===== config.mk =====
export PLATFORM = sky130hd
export DESIGN_NAME = lowest_free_id_allocator_core
export DESIGN_NICKNAME = d
export VERILOG_FILES = /design/src/hdl/lfia_pkg.sv /design/src/hdl/lfia_word_unit.sv /design/src/hdl/lowest_free_id_allocator_core.sv
export SDC_FILE = /design/constraint.sdc
export NUM_CORES = 2
export LEC_CHECK = 0
export ABC_AREA = 1
export BUFFER_PORTS_ARGS = -buffer_cell sky130_fd_sc_hd__buf_2
export CORE_MARGIN = 2
export CORE_UTILIZATION = 30
export CTS_BUF_LIST = sky130_fd_sc_hd__clkbuf_4 sky130_fd_sc_hd__clkbuf_8 sky130_fd_sc_hd__clkbuf_16
export CTS_CLUSTER_DIAMETER = 40
export DETAILED_ROUTE_END_ITERATION = 10
export GPL_ROUTABILITY_DRIVEN = 0
export GPL_TIMING_DRIVEN = 0
export PLACE_DENSITY_LB_ADDON = 0.1
export SYNTH_ARGS = -nofsm -noshare
export SYNTH_HDL_FRONTEND = slang
export SYNTH_SLANG_ARGS = --single-unit

===== constraint.sdc =====
create_clock -name clk -period 5.47 [get_ports clk]
set_input_delay 0.8205 -clock clk [delete_from_list [all_inputs] [get_ports clk]]
set_output_delay 0.8205 -clock clk [all_outputs]
set_load 0.05 [all_outputs]

===== src/hdl/lfia_pkg.sv =====
// Shared types and constants for the lowest-free id allocator.
// No dependencies; imported by lfia_word_unit, lowest_free_id_allocator_core and the test bench.
`default_nettype none

package lfia_pkg;

	localparam int ID_W         = 11;
	localparam int ID_FIELD_MAX = 2047;
	localparam int WORD_BITS    = 32;
	localparam int BIT_W        = 5;
	localparam int MAX_IDS_DEF  = 1024;

	typedef enum logic [1:0] {
		CMD_OPEN   = 2'd0,
		CMD_CLOSE  = 2'd1,
		CMD_WAIT   = 2'd2,
		CMD_SIGNAL = 2'd3
	} cmd_t;

	typedef struct packed {
		cmd_t            cmd;
		logic [ID_W-1:0] event_id;
	} req_t;

	typedef struct packed {
		logic            ok;
		logic [ID_W-1:0] result_id;
	} rsp_t;

	// status of one bitmap word as seen by the shared word unit
	typedef struct packed {
		logic                 all_ones;
		logic                 bit_set;
		logic [BIT_W-1:0]     first_zero;
		logic [WORD_BITS-1:0] word_fz_set;
		logic [WORD_BITS-1:0] word_clr;
	} word_res_t;

endpackage

`default_nettype wire


===== src/hdl/lfia_word_unit.sv =====
// Shared bitmap word unit: first-zero search, bit test, set and clear.
// Depends on lfia_pkg.
`default_nettype none

module lfia_word_unit
	import lfia_pkg::*;
(
	input  wire logic [WORD_BITS-1:0] word,
	input  wire logic [BIT_W-1:0]     bit_sel,
	output word_res_t                 res
);

	logic [BIT_W-1:0] fz;

	// lowest clear bit; scanning down so the lowest index wins
	always_comb begin
		fz = '0;
		for (int i = WORD_BITS - 1; i >= 0; i--) begin
			if (!word[i]) begin
				fz = BIT_W'(i);
			end
		end
	end

	always_comb begin
		res.all_ones    = &word;
		res.bit_set     = word[bit_sel];
		res.first_zero  = fz;
		// x | (x + 1) sets the lowest clear bit
		res.word_fz_set = word | (word + WORD_BITS'(1));
		res.word_clr    = word & ~(WORD_BITS'(1) << bit_sel);
	end

endmodule

`default_nettype wire


===== src/hdl/lowest_free_id_allocator_core.sv =====
// Lowest-free event id allocator, top level: sequencer, bitmap memory, result register.
// Depends on lfia_pkg and lfia_word_unit.
//
// Usage:
//   req channel (req_valid / req_stall / req) carries one transaction per command:
//   open with id 0 allocates the lowest free id; open, wait and signal with a
//   nonzero id check whether it is in use; close frees an id that is in use.
//   rsp channel (rsp_valid / rsp_stall / rsp) returns exactly one transaction per
//   request: ok and the allocated or echoed id (0 when ok is low).
// Timing:
//   A lookup or close reads one bitmap word at acceptance; its result is
//   registered in the examine step once the result register is free. An
//   allocation scans one bitmap word per cycle through the shared word unit
//   until it finds a word with a clear bit or reaches the last of WORDS words
//   (32 at the default MAX_IDS). The sequencer then returns to idle, so a new
//   command is taken only after the previous result has been loaded.
//   req_stall is high while a command is in flight.
// Reset:
//   arst_n clears all in-use marks at once through per-word valid flags; the
//   bitmap RAM itself is not swept, and the block takes requests right away.
// Backpressure:
//   While rsp_stall holds a result, the next request may still be taken and
//   worked on; its result waits in the sequencer until the register drains.
`default_nettype none

module lowest_free_id_allocator_core
	import lfia_pkg::*;
#(
	parameter int MAX_IDS = MAX_IDS_DEF
) (
	input  wire logic clk,
	input  wire logic arst_n,

	input  wire logic req_valid,
	output logic      req_stall,
	input  wire req_t req,

	output logic      rsp_valid,
	input  wire logic rsp_stall,
	output rsp_t      rsp
);

	localparam int WORDS  = (MAX_IDS + WORD_BITS - 1) / WORD_BITS;
	localparam int WIDX_W = (WORDS > 1) ? $clog2(WORDS) : 1;
	localparam int LIMIT  = (MAX_IDS > ID_FIELD_MAX) ? ID_FIELD_MAX : MAX_IDS;
	// wide enough for (last word, bit 31) + 1 and for the id field
	localparam int SID_W  = (WIDX_W + BIT_W + 1 > ID_W) ? WIDX_W + BIT_W + 1 : ID_W;

	typedef enum logic {
		ST_IDLE,
		ST_EXAM
	} state_t;

	state_t              state_q;
	logic                is_alloc_q;
	logic                is_close_q;
	logic                id_ok_q;
	logic [ID_W-1:0]     id_q;
	logic [BIT_W-1:0]    bit_q;
	logic [WIDX_W-1:0]   exam_addr_q;
	logic                rsp_valid_q;
	rsp_t                rsp_q;

	// bitmap RAM plus per-word valid flags (invalid word reads as all clear)
	logic [WORD_BITS-1:0] mem [WORDS];
	logic [WORDS-1:0]     word_valid_q;
	logic [WORD_BITS-1:0] rdata_q;
	logic                 rvalid_q;
	logic [WIDX_W-1:0]    rd_addr;

	// request decode
	logic              accept;
	logic [ID_W-1:0]   pos;
	logic [31:0]       pos_ext;
	logic              range_ok;
	logic              req_alloc;
	logic [WIDX_W-1:0] start_addr;

	// examine stage
	logic [WORD_BITS-1:0] word;
	word_res_t            wres;
	logic [SID_W-1:0]     cand_id;
	logic                 done;
	logic                 cont;
	logic                 ok;
	logic                 wr_en;
	logic [WORD_BITS-1:0] wdata;
	logic                 slot_free;
	logic                 load_rsp;
	logic [ID_W-1:0]      res_id;

	assign req_stall = (state_q != ST_IDLE);
	assign accept    = req_valid && !req_stall;

	assign pos       = req.event_id - ID_W'(1);
	assign pos_ext   = {{(32 - ID_W){1'b0}}, pos};
	// id 0 and ids past the usable limit are never in use
	assign range_ok  = (req.event_id != '0) && (int'(req.event_id) <= LIMIT);
	assign req_alloc = (req.cmd == CMD_OPEN) && (req.event_id == '0);

	always_comb begin
		if (!req_alloc && range_ok) begin
			start_addr = pos_ext[BIT_W +: WIDX_W];
		end else begin
			start_addr = '0;
		end
	end

	assign word = rvalid_q ? rdata_q : '0;

	lfia_word_unit u_word (
		.word    (word),
		.bit_sel (bit_q),
		.res     (wres)
	);

	assign cand_id   = SID_W'({exam_addr_q, wres.first_zero}) + SID_W'(1);
	assign slot_free = !rsp_valid_q || !rsp_stall;

	always_comb begin
		done  = 1'b0;
		cont  = 1'b0;
		ok    = 1'b0;
		wr_en = 1'b0;
		wdata = wres.word_clr;
		if (is_alloc_q) begin
			wdata = wres.word_fz_set;
			if (!wres.all_ones) begin
				// lowest free bit; beyond the limit means the table is full
				done = 1'b1;
				ok   = (cand_id <= SID_W'(LIMIT));
			end else if (exam_addr_q == WIDX_W'(WORDS - 1)) begin
				done = 1'b1;
			end else begin
				cont = 1'b1;
			end
		end else begin
			done = 1'b1;
			ok   = id_ok_q && wres.bit_set;
		end
		// only a close or a successful allocation changes the bitmap
		wr_en = (state_q == ST_EXAM) && done && slot_free && ok
			&& (is_alloc_q || is_close_q);
	end

	assign load_rsp = (state_q == ST_EXAM) && done && slot_free;
	assign res_id   = !ok ? '0 : (is_alloc_q ? cand_id[ID_W-1:0] : id_q);

	always_comb begin
		unique case (state_q)
			ST_IDLE: rd_addr = start_addr;
			ST_EXAM: rd_addr = (cont ? exam_addr_q + WIDX_W'(1) : exam_addr_q);
			default: rd_addr = exam_addr_q;
		endcase
	end

	// sequencer and result register
	always_ff @(posedge clk or negedge arst_n) begin
		if (!arst_n) begin
			state_q     <= ST_IDLE;
			rsp_valid_q <= 1'b0;
		end else begin
			// a new result may replace one that drains in the same cycle
			if (load_rsp) begin
				rsp_valid_q <= 1'b1;
			end else if (!rsp_stall) begin
				rsp_valid_q <= 1'b0;
			end
			unique case (state_q)
				ST_IDLE: begin
					if (accept) begin
						state_q <= ST_EXAM;
					end
				end
				ST_EXAM: begin
					if (load_rsp) begin
						state_q <= ST_IDLE;
					end
				end
				default: state_q <= ST_IDLE;
			endcase
		end
	end

	// command context and payloads, no reset needed
	always_ff @(posedge clk) begin
		if (accept) begin
			is_alloc_q  <= req_alloc;
			is_close_q  <= (req.cmd == CMD_CLOSE);
			id_ok_q     <= range_ok;
			id_q        <= req.event_id;
			bit_q       <= pos[BIT_W-1:0];
			exam_addr_q <= start_addr;
		end else if (state_q == ST_EXAM && cont) begin
			exam_addr_q <= exam_addr_q + WIDX_W'(1);
		end
		if (load_rsp) begin
			rsp_q.ok        <= ok;
			rsp_q.result_id <= res_id;
		end
	end

	// bitmap RAM: one write and one registered read per cycle
	always_ff @(posedge clk) begin
		if (wr_en) begin
			mem[exam_addr_q] <= wdata;
		end
		rdata_q <= mem[rd_addr];
	end

	always_ff @(posedge clk or negedge arst_n) begin
		if (!arst_n) begin
			word_valid_q <= '0;
			rvalid_q     <= 1'b0;
		end else begin
			if (wr_en) begin
				word_valid_q[exam_addr_q] <= 1'b1;
			end
			rvalid_q <= word_valid_q[rd_addr];
		end
	end

	assign rsp_valid = rsp_valid_q;
	assign rsp       = rsp_q;

	// a failed result never carries an id
	assert property (@(posedge clk) disable iff (!arst_n)
		rsp_valid |-> (rsp.ok || rsp.result_id == '0))
		else $error("failed result with nonzero id");

	// an accepted command always goes to the examine step
	assert property (@(posedge clk) disable iff (!arst_n)
		accept |=> (state_q == ST_EXAM))
		else $error("accepted command not examined");

	// the bitmap is written only when a result is committed
	assert property (@(posedge clk) disable iff (!arst_n)
		wr_en |-> (load_rsp && ok))
		else $error("bitmap write without committed result");

	// a result is never loaded over one the receiver still holds
	assert property (@(posedge clk) disable iff (!arst_n)
		load_rsp |-> (!rsp_valid_q || !rsp_stall))
		else $error("result register overrun");

	// the scan pointer stays inside the bitmap
	assert property (@(posedge clk) disable iff (!arst_n)
		(state_q == ST_EXAM) |-> (int'(exam_addr_q) <= WORDS - 1))
		else $error("scan address out of range");

endmodule

`default_nettype wire


==> flow_summary.toml <==
[routing]
drt_iter0_drc = 3252
vias = 32900
firstDrtPassIters = 5
drt-wirelength-per-cell_um = 26.2
top_layer_used = "met4"
viasPerCell = 4.99
wl_met2_mm = 75.4
route.detailed.drc = 0
met3_wirelength_mm = 10.1
wl_met1_mm = 81.5
wl_mm = 172
postRouteAntennaNets = 0

[global_route]
grt_pass1_wl_mm = 240
grt.total_usage = 0.213
antenna_found_initial = 6
grt_pass1_vias = 31300
grt_overflow_total = 0
grt_max_degree = 36

[timing]
max_slew_margin = 0.0971
skew_ns = 0.0328
holdWs_ns = 0.128
fmax_ghz = 0.184
finalCritPeriodShare = 0.993
slew_violations = 0
min_period_ns = 5.43
hold_violations = 0
finalSetupViolCount = 0
rsz0062_at_grt = "true"
setup_ws_ns = 0.0357
worst_pin_slew_ns = 1.35

[final_layout]
final_util = 0.373
nNetsFinal = 4399
drive_above_1_share = 0.157
syn2layout_area_growth_pct = 24.0
num-fill-cells = 15200
final_cells = 6591

[clock_network]
clock_sinks = 1127
ctsRootBufferMaster = "clkbuf_16"
cts_tree = "built"
clk_pin_slew_ns = 0.06
insertion_delay_ns = 0.83
ctsLongestPathBuffers = 3
cts_htree_levels = 4
cts_buffers = 181

[logic_synthesis]
synth_cells = 4064
synthDominantCellAreaShare = 0.678
syn_avg_cell_area_um2 = 11.5
yosysTopAreaCell = "edfxtp_1"
synth-async-reset-ratio = 0.0311
synthFlopType = "edfxtp_1"
synth_area_um2 = 46900
synth-edff-count = 1060
yosysUniqueCellTypes = 47
ys_seq_elements = 1127
seq_area_frac_synth = 0.711
syn-num-nets = 4089
synth.area.top_cells = "edfxtp_1, nand2_1, a21oi_1"
yosys_warnings = 0

[floorplan]
die_w_um = 400
core_um2 = 156000
rows = 145
io_pins = 31
design.die.area_um2 = 160000
initial_core_util = 0.301
die_h_um = 400

[power_and_ir_drop]
power_leakage_nw = 20.8
powerDensity_nw_per_um2 = 634
power_mw = 36.9
vdd_drop_max_v = 0.000356

[setup_path]
worstPathRequired_ns = 6.17
startpoint_type = "register"
cp_max_fo = 10
crit_arrival_ns = 6.14
crit_path_end_kind = "register"
setup.worst_path.class = "register to register"
reg2reg_setup_slack_ns = 0.04

[place]
detailed_place_hpwl_mm = 119
io_buffers = 30
place_ws_ns = -0.387
dp.cells = 6205

[flow_run]
maxCapViolCount = 0

[run_status]
status = "completed"

[worst_hold_path]
min_path_type = "input pin to asynchronous set/reset pin"
## through the flow
step                      area [um2]  setup TNS [ns]
after floorplan                46900               0
after detailed placement       51000           -4.30
final                          58200               0
after global routing           58200         -0.0483
after global placement         49700        -1350.95
after CTS                      57400               0
## worst max-delay path, stage by stage (launching register included)
cell,delay [ns]
dfrtp_1,0.49
nand2_1,0.20
nor2_2,0.21
nand2_1,0.11
nor2_1,0.25
inv_2,0.11
nor2_1,0.22
inv_2,0.12
nor2_4,0.17
inv_2,0.09
nor3_2,0.25
nand3_2,0.20
inv_2,0.14
a221oi_4,0.08
buf_8,0.17
inv_2,0.07
buf_2,0.42
buf_1,0.75
nor3_1,0.24
o32ai_1,0.56
nor2_1,0.11
a31oi_1,0.27
## registers in the layout, summed over array words and instances, names as in the netlist, 5 cells and up
name / count
rsp: 12
exam_addr_q: 5
id_q: 11
rdata_q: 32
word_valid_q: 32
bit_q: 5
mem: 1024
## repair_timing
action                     CTS  global route
pin swaps                    3             3
setup endpoints to repair   73          1046
hold buffers                 0             0
resized for setup            9           130
buffers inserted             9            31
cloned                       0             4
## placed cells by master (no fill, tap or decap), types with 12 or more instances in the layout
master / instances
dfxtp_1: 32
edfxtp_1: 1060
buf_4: 53
buf_2: 109
o31ai_1: 34
bufinv_16: 20
nor2_1: 192
clkinvlp_4: 20
clkbuf_2: 16
a31oi_1: 37
buf_16: 16
a21oi_1: 549
inv_2: 15
o32ai_2: 12
nand4_1: 43
o311ai_1: 64
nand2_1: 1290
buf_6: 26
dfrtp_1: 35
nor3_1: 109
clkbuf_4: 20
clkinv_2: 44
o32ai_1: 20
clkbuf_1: 83
clkbuf_16: 186
clkinv_1: 20
nand2_2: 20
buf_1: 14
nand3_1: 28
buf_12: 47
clkinv_4: 21
o21ai_0: 48
inv_1: 108
## where the power goes
| group | total (mW) | internal (mW) | switching [mW] |
|---|---|---|---|
| clock network | 11.6 | 7.21 | 4.36 |
| registers | 11.4 | 11.2 | 0.198 |
| logic | 13.9 | 3.34 | 10.6 |
## synth_stat cells (3+ instances only)
| cell type | n |
|---|---|
| a31oi_1 | 37 |
| buf_6 | 25 |
| nand2_2 | 13 |
| o32ai_1 | 34 |
| inv_1 | 136 |
| buf_4 | 28 |
| nor3_1 | 109 |
| o21ai_0 | 56 |
| nor2_2 | 9 |
| o31ai_1 | 38 |
| nand2_1 | 1297 |
| a211oi_1 | 4 |
| o311ai_1 | 64 |
| clkbuf_1 | 100 |
| buf_2 | 80 |
| o21bai_1 | 6 |
| a22oi_1 | 3 |
| o22ai_1 | 6 |
| nor2_1 | 198 |
| nand4_1 | 43 |
| buf_1 | 13 |
| a21oi_1 | 549 |
| nor4_1 | 4 |
| nand3_1 | 29 |
| dfrtp_1 | 35 |
| o211ai_1 | 6 |
| xnor2_1 | 4 |
| inv_2 | 12 |
| xor2_1 | 8 |
| edfxtp_1 | 1060 |
| ha_1 | 8 |
| dfxtp_1 | 32 |
## cell type report
cell class / count / area [um2] / area share
Sequential cell: 1127 / 33300 / 0.573
Multi-Input combinational cell: 2540 / 12100 / 0.207
Clock buffer: 203 / 4720 / 0.0811
Tap cell: 2058 / 2570 / 0.0443
Timing Repair Buffer: 127 / 1890 / 0.0326
Clock inverter: 136 / 1450 / 0.0249
Buffer: 247 / 1360 / 0.0233
Inverter: 150 / 771 / 0.0132
Antenna cell: 3 / 7.51 / 0.000129
## routing by layer
| metal | track usage | vias up |
|---|---|---|
| li1 | - | 15100 |
| met3 | 0.0348 | 221 |
| met1 | 0.312 | 16400 |
| met4 | 0.0716 | 0 |
| met5 | 0 | - |
| met2 | 0.319 | 1134 |
## worst paths after layout
check | from | endpoint | depth (start not counted)
max in group asynchronous | arst_n | word_valid_q[19] | 1
max | rvalid_q | rdata_q[13] | 21
max reg2reg | rvalid_q | rdata_q[13] | 21
min in group clk | req[10] | id_q[10] | 1
min reg2reg | word_valid_q[1] | word_valid_q[1] | 2
min | arst_n | req_stall | 1
## kinds of logic after synthesis
family / Yosys count / synth area share
and+or+nand+nor: 1711 / 0.145
DFF: 1127 / 0.711
AOI/OAI and AO/OA: 809 / 0.0995
buffers and inverters: 397 / 0.0404
xor gates and xnor gates: 12 / 0.00224
adders and majority gates: 8 / 0.00213
(Power assumes the default switching activity.)
